### config.mk
export PLATFORM = sky130hd
export DESIGN_NAME = iq_phase_atan2
export DESIGN_NICKNAME = d
export VERILOG_FILES = /design/src/rtl/iqa_pkg.sv /design/src/rtl/iqa_pre.sv /design/src/rtl/iqa_cell.sv /design/src/rtl/iqa_post.sv /design/src/rtl/iq_phase_atan2.sv
export VERILOG_INCLUDE_DIRS = /design/src /design/src/rtl
export SDC_FILE = /design/constraint.sdc
export NUM_CORES = 2
export LEC_CHECK = 0
export BUFFER_PORTS_ARGS = -buffer_cell sky130_fd_sc_hd__buf_4
export CAP_MARGIN = 20
export CELL_PAD_IN_SITES_DETAIL_PLACEMENT = 1
export CELL_PAD_IN_SITES_GLOBAL_PLACEMENT = 1
export CORE_MARGIN = 8
export CORE_UTILIZATION = 43
export CTS_CLUSTER_SIZE = 12
export DETAILED_ROUTE_END_ITERATION = 8
export PLACE_DENSITY = 0.81
export SYNTH_ARGS = -nofsm -noshare
export SYNTH_HDL_FRONTEND = slang
export SYNTH_SLANG_ARGS = --single-unit
### constraint.sdc
create_clock -name clk -period 15.7 [get_ports clk]
set_clock_uncertainty 0.15 [all_clocks]
set_input_delay 3.14 -clock clk [delete_from_list [all_inputs] [get_ports clk]]
set_output_delay 3.14 -clock clk [all_outputs]
set_load 0.03 [all_outputs]
### src/rtl/assert_macros.svh
// Assertion macros used by the top RTL file of the IQ phase block.
`ifndef ASSERT_MACROS_SVH
`define ASSERT_MACROS_SVH

`ifndef SYNTHESIS

// Same-cycle implication, off while reset is asserted.
`define IQA_ASSERT_IMP(lbl, clk, rst_n, ante, cons) \
  lbl: assert property (@(posedge clk) disable iff (!rst_n) (ante) |-> (cons)) \
    else $error("iq_phase_atan2: assertion failed");

// Next-cycle implication, checked also through reset.
`define IQA_ASSERT_NXT(lbl, clk, ante, cons) \
  lbl: assert property (@(posedge clk) (ante) |=> (cons)) \
    else $error("iq_phase_atan2: assertion failed");

`else

`define IQA_ASSERT_IMP(lbl, clk, rst_n, ante, cons)
`define IQA_ASSERT_NXT(lbl, clk, ante, cons)

`endif

`endif

### src/rtl/iqa_pkg.sv
// Shared types and constants of the IQ phase CORDIC block.
`default_nettype none

package iqa_pkg;

  // Fraction bits added below the sample before the micro-rotations
  localparam int GUARD_BITS = 16;

  // Angle accumulator: 32 bits, 2^31 stands for pi
  localparam int Z_BITS          = 32;
  localparam int ANGLE_TABLE_LEN = 32;

  localparam logic [Z_BITS-1:0] Z_PLUS_HALF_PI  = 32'h4000_0000;
  localparam logic [Z_BITS-1:0] Z_MINUS_HALF_PI = 32'hC000_0000;

  // atan(2^-k) scaled so that 2^31 is pi, rounded to nearest
  localparam logic [Z_BITS-1:0] ARC_TABLE [0:ANGLE_TABLE_LEN-1] = '{
    32'h20000000, 32'h12E4051E, 32'h09FB385B, 32'h051111D4,
    32'h028B0D43, 32'h0145D7E1, 32'h00A2F61E, 32'h00517C55,
    32'h0028BE53, 32'h00145F2F, 32'h000A2F98, 32'h000517CC,
    32'h00028BE6, 32'h000145F3, 32'h0000A2FA, 32'h0000517D,
    32'h000028BE, 32'h0000145F, 32'h00000A30, 32'h00000518,
    32'h0000028C, 32'h00000146, 32'h000000A3, 32'h00000051,
    32'h00000029, 32'h00000014, 32'h0000000A, 32'h00000005,
    32'h00000003, 32'h00000001, 32'h00000001, 32'h00000000
  };

  // Side flags that ride along with each item
  typedef struct packed {
    logic last;   // end of buffer marker
    logic zero;   // input vector was (0,0)
  } iqa_ctl_t;

endpackage

`default_nettype wire

### src/rtl/iqa_pre.sv
// Input stage: quadrant pre-rotation into the right half plane and zero detect.
`default_nettype none

module iqa_pre
  import iqa_pkg::*;
#(
  parameter int SAMPLE_BITS = 16,
  parameter int W           = 35
) (
  input  wire logic                    clk,
  input  wire logic                    rst_n,
  input  wire logic                    in_valid,
  output logic                         in_ready,
  input  wire logic signed [SAMPLE_BITS-1:0] i_sample,
  input  wire logic signed [SAMPLE_BITS-1:0] q_sample,
  input  wire logic                    last_sample,
  output logic                         out_valid,
  input  wire logic                    out_ready,
  output logic signed [W-1:0]          x_out,
  output logic signed [W-1:0]          y_out,
  output logic [Z_BITS-1:0]            z_out,
  output iqa_ctl_t                     ctl_out
);

  localparam int EXT_BITS = W - SAMPLE_BITS - GUARD_BITS;

  logic                 vld_r;
  logic signed [W-1:0]  x_r, y_r, x_nxt, y_nxt;
  logic [Z_BITS-1:0]    z_r, z_nxt;
  iqa_ctl_t             ctl_r, ctl_nxt;
  logic signed [W-1:0]  xi, yq;

  assign in_ready = !vld_r || out_ready;

  // Scale samples by the guard fraction
  assign xi = {{EXT_BITS{i_sample[SAMPLE_BITS-1]}}, i_sample, {GUARD_BITS{1'b0}}};
  assign yq = {{EXT_BITS{q_sample[SAMPLE_BITS-1]}}, q_sample, {GUARD_BITS{1'b0}}};

  // Rotate left half plane by +-pi/2
  always_comb begin
    x_nxt = xi;
    y_nxt = yq;
    z_nxt = '0;
    if (xi[W-1]) begin
      if (!yq[W-1]) begin
        x_nxt = yq;
        y_nxt = -xi;
        z_nxt = Z_PLUS_HALF_PI;
      end else begin
        x_nxt = -yq;
        y_nxt = xi;
        z_nxt = Z_MINUS_HALF_PI;
      end
    end
    ctl_nxt.last = last_sample;
    ctl_nxt.zero = (i_sample == '0) && (q_sample == '0);
  end

  // Hold valid while the next cell stalls
  always_ff @(posedge clk) begin
    if (!rst_n) begin
      vld_r <= 1'b0;
    end else if (in_ready) begin
      vld_r <= in_valid;
    end
  end

  // Load the item on acceptance
  always_ff @(posedge clk) begin
    if (in_valid && in_ready) begin
      x_r   <= x_nxt;
      y_r   <= y_nxt;
      z_r   <= z_nxt;
      ctl_r <= ctl_nxt;
    end
  end

  assign out_valid = vld_r;
  assign x_out     = x_r;
  assign y_out     = y_r;
  assign z_out     = z_r;
  assign ctl_out   = ctl_r;

endmodule

`default_nettype wire

### src/rtl/iqa_cell.sv
// One CORDIC vectoring micro-rotation cell with its own pipeline register.
`default_nettype none

module iqa_cell
  import iqa_pkg::*;
#(
  parameter int W   = 35,
  parameter int IDX = 0
) (
  input  wire logic                 clk,
  input  wire logic                 rst_n,
  input  wire logic                 in_valid,
  output logic                      in_ready,
  input  wire logic signed [W-1:0]  x_in,
  input  wire logic signed [W-1:0]  y_in,
  input  wire logic [Z_BITS-1:0]    z_in,
  input  wire iqa_ctl_t             ctl_in,
  output logic                      out_valid,
  input  wire logic                 out_ready,
  output logic signed [W-1:0]       x_out,
  output logic signed [W-1:0]       y_out,
  output logic [Z_BITS-1:0]         z_out,
  output iqa_ctl_t                  ctl_out
);

  localparam logic [Z_BITS-1:0] ARC = ARC_TABLE[IDX];

  logic                 vld_r;
  logic signed [W-1:0]  x_r, y_r, x_nxt, y_nxt;
  logic signed [W-1:0]  xs, ys;
  logic [Z_BITS-1:0]    z_r, z_nxt;
  iqa_ctl_t             ctl_r;

  assign in_ready = !vld_r || out_ready;

  // Floor-shifted copies for this rotation step
  assign xs = x_in >>> IDX;
  assign ys = y_in >>> IDX;

  // Rotate toward the real axis, steering by the sign of y
  always_comb begin
    if (!y_in[W-1]) begin
      x_nxt = x_in + ys;
      y_nxt = y_in - xs;
      z_nxt = z_in + ARC;
    end else begin
      x_nxt = x_in - ys;
      y_nxt = y_in + xs;
      z_nxt = z_in - ARC;
    end
  end

  // Hold valid while the neighbor stalls
  always_ff @(posedge clk) begin
    if (!rst_n) begin
      vld_r <= 1'b0;
    end else if (in_ready) begin
      vld_r <= in_valid;
    end
  end

  // Advance the item into this cell
  always_ff @(posedge clk) begin
    if (in_valid && in_ready) begin
      x_r   <= x_nxt;
      y_r   <= y_nxt;
      z_r   <= z_nxt;
      ctl_r <= ctl_in;
    end
  end

  assign out_valid = vld_r;
  assign x_out     = x_r;
  assign y_out     = y_r;
  assign z_out     = z_r;
  assign ctl_out   = ctl_r;

endmodule

`default_nettype wire

### src/rtl/iqa_post.sv
// Output stage: round the angle to the phase width and hold the result item.
`default_nettype none

module iqa_post
  import iqa_pkg::*;
#(
  parameter int PHASE_BITS = 16
) (
  input  wire logic                    clk,
  input  wire logic                    rst_n,
  input  wire logic                    in_valid,
  output logic                         in_ready,
  input  wire logic [Z_BITS-1:0]       z_in,
  input  wire iqa_ctl_t                ctl_in,
  output logic                         out_valid,
  input  wire logic                    out_ready,
  output logic signed [PHASE_BITS-1:0] phase,
  output logic                         last_result
);

  localparam int DROP = Z_BITS - PHASE_BITS;

  logic                         vld_r;
  logic signed [PHASE_BITS-1:0] phase_r, phase_nxt;
  logic                         last_r;
  logic [Z_BITS-1:0]            z_rnd;

  assign in_ready = !vld_r || out_ready;

  // Add half an output LSB, modulo 2^32
  generate
    if (DROP > 0) begin : g_round
      assign z_rnd = z_in + (Z_BITS'(1) << (DROP - 1));
    end else begin : g_exact
      assign z_rnd = z_in;
    end
  endgenerate

  // Zero vector forces phase zero
  always_comb begin
    if (ctl_in.zero) begin
      phase_nxt = '0;
    end else begin
      phase_nxt = z_rnd[Z_BITS-1 -: PHASE_BITS];
    end
  end

  // Hold the result until taken
  always_ff @(posedge clk) begin
    if (!rst_n) begin
      vld_r <= 1'b0;
    end else if (in_ready) begin
      vld_r <= in_valid;
    end
  end

  always_ff @(posedge clk) begin
    if (in_valid && in_ready) begin
      phase_r <= phase_nxt;
      last_r  <= ctl_in.last;
    end
  end

  assign out_valid   = vld_r;
  assign phase       = phase_r;
  assign last_result = last_r;

endmodule

`default_nettype wire

### src/rtl/iq_phase_atan2.sv
// Pipeline from input item to result item: one pre-rotation stage, one cell per
// micro-rotation, one output register.
// Throughput: one item per cycle; every cell holds one item, and a stall at the
// output backs up cell by cell, so empty cells still take new items.
// Reset: rst_n is synchronous and clears only the valid bit of each cell.
`default_nettype none

`include "assert_macros.svh"

module iq_phase_atan2
  import iqa_pkg::*;
#(
  parameter int SAMPLE_BITS   = 16,
  parameter int PHASE_BITS    = 16,
  parameter int CORDIC_STAGES = 16
) (
  input  wire logic                 clk,
  input  wire logic                 rst_n,
  // in_tdata: i_sample [SAMPLE_BITS-1:0], q_sample [2*SAMPLE_BITS-1:SAMPLE_BITS], zero pad
  input  wire logic [((2*SAMPLE_BITS+7)/8)*8-1:0] in_tdata,
  input  wire logic                 in_tvalid,
  output logic                      in_tready,
  input  wire logic                 in_tlast,
  // out_tdata: phase [PHASE_BITS-1:0], zero pad
  output logic [((PHASE_BITS+7)/8)*8-1:0] out_tdata,
  output logic                      out_tvalid,
  input  wire logic                 out_tready,
  output logic                      out_tlast
);

  localparam int OUT_W = ((PHASE_BITS+7)/8)*8;
  localparam int N     = CORDIC_STAGES;
  // Room for the CORDIC gain and the pre-rotation negation
  localparam int W     = SAMPLE_BITS + GUARD_BITS + 3;

  logic signed [SAMPLE_BITS-1:0] i_sample, q_sample;
  logic signed [PHASE_BITS-1:0]  phase;

  // Stage k is the register set feeding cell k; stage N feeds the output stage
  logic                 vld  [0:N];
  logic                 rdy  [0:N];
  logic signed [W-1:0]  xv   [0:N];
  logic signed [W-1:0]  yv   [0:N];
  logic [Z_BITS-1:0]    zv   [0:N];
  iqa_ctl_t             ctl  [0:N];
  logic [N:0]           vld_vec;

  assign i_sample = in_tdata[SAMPLE_BITS-1:0];
  assign q_sample = in_tdata[2*SAMPLE_BITS-1:SAMPLE_BITS];

  iqa_pre #(
    .SAMPLE_BITS(SAMPLE_BITS),
    .W          (W)
  ) u_pre (
    .clk        (clk),
    .rst_n      (rst_n),
    .in_valid   (in_tvalid),
    .in_ready   (in_tready),
    .i_sample   (i_sample),
    .q_sample   (q_sample),
    .last_sample(in_tlast),
    .out_valid  (vld[0]),
    .out_ready  (rdy[0]),
    .x_out      (xv[0]),
    .y_out      (yv[0]),
    .z_out      (zv[0]),
    .ctl_out    (ctl[0])
  );

  // Row of micro-rotation cells
  generate
    for (genvar k = 0; k < N; k++) begin : g_cell
      iqa_cell #(
        .W  (W),
        .IDX(k)
      ) u_cell (
        .clk      (clk),
        .rst_n    (rst_n),
        .in_valid (vld[k]),
        .in_ready (rdy[k]),
        .x_in     (xv[k]),
        .y_in     (yv[k]),
        .z_in     (zv[k]),
        .ctl_in   (ctl[k]),
        .out_valid(vld[k+1]),
        .out_ready(rdy[k+1]),
        .x_out    (xv[k+1]),
        .y_out    (yv[k+1]),
        .z_out    (zv[k+1]),
        .ctl_out  (ctl[k+1])
      );
    end
    for (genvar j = 0; j <= N; j++) begin : g_vld
      assign vld_vec[j] = vld[j];
    end
  endgenerate

  iqa_post #(
    .PHASE_BITS(PHASE_BITS)
  ) u_post (
    .clk        (clk),
    .rst_n      (rst_n),
    .in_valid   (vld[N]),
    .in_ready   (rdy[N]),
    .z_in       (zv[N]),
    .ctl_in     (ctl[N]),
    .out_valid  (out_tvalid),
    .out_ready  (out_tready),
    .phase      (phase),
    .last_result(out_tlast)
  );

  assign out_tdata = OUT_W'($unsigned(phase));

  // An empty output register lets the whole row advance
  `IQA_ASSERT_IMP(a_ready_when_out_empty, clk, rst_n, !out_tvalid, in_tready)
  // With every cell full and the output stalled, no item may enter
  `IQA_ASSERT_IMP(a_full_blocks_input, clk, rst_n,
                  (&vld_vec) && out_tvalid && !out_tready, !in_tready)
  // Reset empties the output register
  `IQA_ASSERT_NXT(a_reset_clears_out, clk, !rst_n, !out_tvalid)
  // Reset empties the pre-rotation register
  `IQA_ASSERT_NXT(a_reset_clears_pre, clk, !rst_n, !vld[0])

endmodule

`default_nettype wire
==> flow_summary.toml <==
[worst_setup_path]
r2r_slack_ns = 9.62
rr_endpoint = "g_cell[5].u_cell.y_out[34]"
ff2ff_path_depth = 18
r2r-start = "g_cell[4].u_cell.x_out[8]"
crit_path_end_kind = "primary output"
cp-endpoint = "in_tready"
cp-start-kind = "input port"
cp_max_fo = 6
critPathRequiredTime_ns = 12.41
arrival_ns = 6.74
crit_start = "out_tready"
path_class = "input port to primary output"

[drt]
drt.antenna.violating_nets = 0
post_drt_wl_per_cell_um = 21.5
drcViolationCount = 0
via_count = 94000
drt_first_pass_iters = 7
viasPerCell = 5.94
drtIter0Drc = 5699
routed_wl_um = 341000

[clock_network]
root_buffer = "clkbuf_16"
cts_buffers = 165
cts.reportedPaths.clkPinSlew_ns = 0.06
cts_setup_buffers = 0
hold_buffers = 0
clock_sinks = 1373
post_cts_resized = 0
h-tree-depth = 4
cts_tree = "yes"
worstSkewPairLatency_ns = 0.85
clk_path_buf_depth = 3

[synth]
synth-simple-area-share_pct = 14.9
synth_compound_area_share_pct = 19.1
synth_top_cell_area_share_pct = 35.6
ys_types = 104
synth-xor-area-share_pct = 12.4
synth_adder_area_share_pct = 14.7
async_flop_share_pct = 0
synth_top_area_cell = "edfxtp_1"
synth_top_family_by_area = "compound AO/OA/AOI/OAI gates"
synth_seq_area_share_pct = 35.9
yosysWarnings = 0
synth_ff_type = "edfxtp_1"
syn_area_per_cell_um2 = 9.48
synthCells = 12100
synth_edf_count = 1355
yosys-top-cells-area = "edfxtp_1 36%, ha_1 14%, xnor2_1 8.0%"
synth_area_mm2 = 0.114
synth-seq-cells = 1373
muxShareOfSynthArea_pct = 0.557

[pwr]
ir_worst_vdd_mv = 0.112
power_leakage_nw = 49.5
powerDensity_mw_per_mm2 = 70.6
power.total_mw = 8.78

[status]
status = "finished, final reports clean"

[layout]
drive_gt1_share_pct = 4.28
syn_to_final_growth_pct = 8.85
nFillCells = 30200
post-route-util_pct = 47.0
multi_input_area_mm2 = 0.0707
post-route-cell-area_mm2 = 0.124
finalNetCount = 13500
seq_area_mm2 = 0.0410

[floorplan]
pin_count = 56
num_rows = 189
core_mm2 = 0.265
initial_utilization_pct = 43.2
dieArea_mm2 = 0.283
die_w_um = 532
die_height_um = 532

[place]
io_buffers = 55
dp_slack_ns = 5.70
dpl.hpwl_um = 269000
placed_area_mm2 = 0.119
gp_congestion = 0.924

[grt]
grt-ovfl-total = 0
antenna_found_initial = 3
grt_pass1_vias = 99700
grt_start_max_net_pins = 83
grt_pass1_wl_um = 539000
groute.usage.overall_pct = 22.9

[flow_run]
max_cap_violations = 0

[min_path]
hold_path_class = "flop to flop"

[timing]
setup_viol = 0
fmax_mhz = 99.7
grt_setup_unrepaired = "false"
worstMarginPinSlew_ns = 1.09
timing.final.crit_share_pct = 63.9
setup_slack_ns = 5.67
finalMaxSlewViolations = 0
post-route-min-period_ns = 10.03
hold_viol_final = 0
tns_ns = 0
relSlewSlack_pct = 27.5
-- worst max-delay path, cell delays in order --
cell and delay, ns:
buf_4 0.12, and4b_1 0.45, and4_1 0.44, nand2_1 0.15, nor2_1 0.33, and3_1 0.31, and2_1 0.35, and3_1 0.32
and2_0 0.65, nand3_1 0.24, buf_4 0.23
-- cell usage after synthesis (19+ instances only) --
cell	n
a2111oi_0	39
a211o_1	54
a211oi_1	101
a21boi_0	54
a21o_1	452
a21oi_1	1221
a221o_1	22
a221oi_1	20
a31o_2	24
a31oi_1	158
a41oi_1	19
and2_1	78
and3_1	142
and4_1	19
buf_1	20
clkbuf_1	156
edfxtp_1	1355
fa_1	33
ha_1	1289
inv_1	544
mux2_2	29
mux2i_1	31
nand2_1	620
nand2b_1	151
nand3_1	209
nand4_1	63
nor2_1	1288
nor2b_1	220
nor3_1	369
nor3b_1	35
nor4_1	103
o211ai_1	59
o21a_1	196
o21ai_0	512
o21bai_1	133
o311ai_0	29
o31a_1	32
o31ai_1	71
o41ai_1	43
or2_2	45
or3_1	93
or4_1	30
xnor2_1	1047
xor2_1	573
-- final cells by class --
cell class | instances | share of cell area (%)
Inverter | 547 | 1.65
Clock buffer | 191 | 3.40
Antenna cell | 1 | 0.00201
Clock inverter | 109 | 0.916
Sequential cell | 1373 | 33.0
Multi-Input combinational cell | 9965 | 56.8
Timing Repair Buffer | 115 | 0.702
Tap cell | 3533 | 3.55
-- worst min-delay path by stage --
stage / from / endpoint / slack [ns] / depth (start not counted)
finish: g_cell[2].u_cell.ctl_out[0] / g_cell[3].u_cell.ctl_out[0] / 0.25 / 0
global route: g_cell[2].u_cell.ctl_out[0] / g_cell[3].u_cell.ctl_out[0] / 0.27 / 0
global placement: g_cell[2].u_cell.z_out[1] / g_cell[3].u_cell.z_out[1] / 0.25 / 0
floorplan: u_pre.ctl_out[0] / g_cell[0].u_cell.ctl_out[0] / 0.25 / 0
CTS: g_cell[2].u_cell.ctl_out[0] / g_cell[3].u_cell.ctl_out[0] / 0.26 / 0
detailed placement: g_cell[4].u_cell.ctl_out[1] / g_cell[5].u_cell.ctl_out[1] / 0.26 / 0
-- per-stage QoR --
step,hold WS [ns],instances
6_report,0.253,15800
5_1_grt,0.266,15800
4_1_cts,0.255,15800
3_5_place_dp,0.257,15500
3_3_place_gp,0.251,15500
2_1_floorplan,0.250,12100
-- state kept, by name, indices dropped and copies added (netlist names), 2 cells and up --
| signal | flops |
|---|---|
| u_post.phase | 16 |
| u_pre.ctl_out | 2 |
| g_cell.u_cell.y_out | 430 |
| g_cell.u_cell.out_valid | 16 |
| u_pre.y_out | 19 |
| g_cell.u_cell.ctl_out | 32 |
| u_pre.x_out | 19 |
| g_cell.u_cell.x_out | 409 |
| g_cell.u_cell.z_out | 425 |
| u_pre.z_out | 2 |
-- cells by family after synthesis --
| family | after synthesis |
|---|---|
| AOI/OAI and AO/OA | 3416 |
| xor gates and xnor gates | 1620 |
| adders and majority gates | 1322 |
| buffers and inverters | 731 |
| DFF | 1373 |
| muxes | 60 |
| other | 1 |
| and+or+nand+nor | 3544 |
-- placed cells by master, fill, tap and decap left out, types with 133 or more instances in the layout --
cell type  Yosys  routed
o21ai_0      512     512
ha_1        1289    1289
nor2b_1      220     209
nand2b_1     151     151
nand3_1      209     209
xnor2_1     1047    1047
clkbuf_16      0     165
inv_1        544     544
xor2_1       573     573
edfxtp_1    1355    1355
and3_1       142     142
nor2_1      1288    1288
a21o_1       452     452
nor3_1       369     369
o21a_1       196     196
o21bai_1     133     133
nand2_1      620     620
a31oi_1      158     157
a21oi_1     1221    1221
-- where the power goes --
group	total, mW	internal [mW]	switching [mW]
combinational	0.797	0.309	0.488
sequential	4.13	4.07	0.0556
clock	3.86	2.22	1.64
-- per-layer routing --
layer / wire, um / up-vias / track usage [%] / share of wire, %
li1: - / 44800 / - / -
met5: 0 / - / 0 / 0
met3: 13100 / 773 / 2.76 / 3.8
met2: 170000 / 1906 / 41.4 / 50
met4: 16200 / 0 / 9.95 / 4.7
met1: 142000 / 46500 / 27.4 / 42
Note: power is estimated with default switching activity, not from simulation.
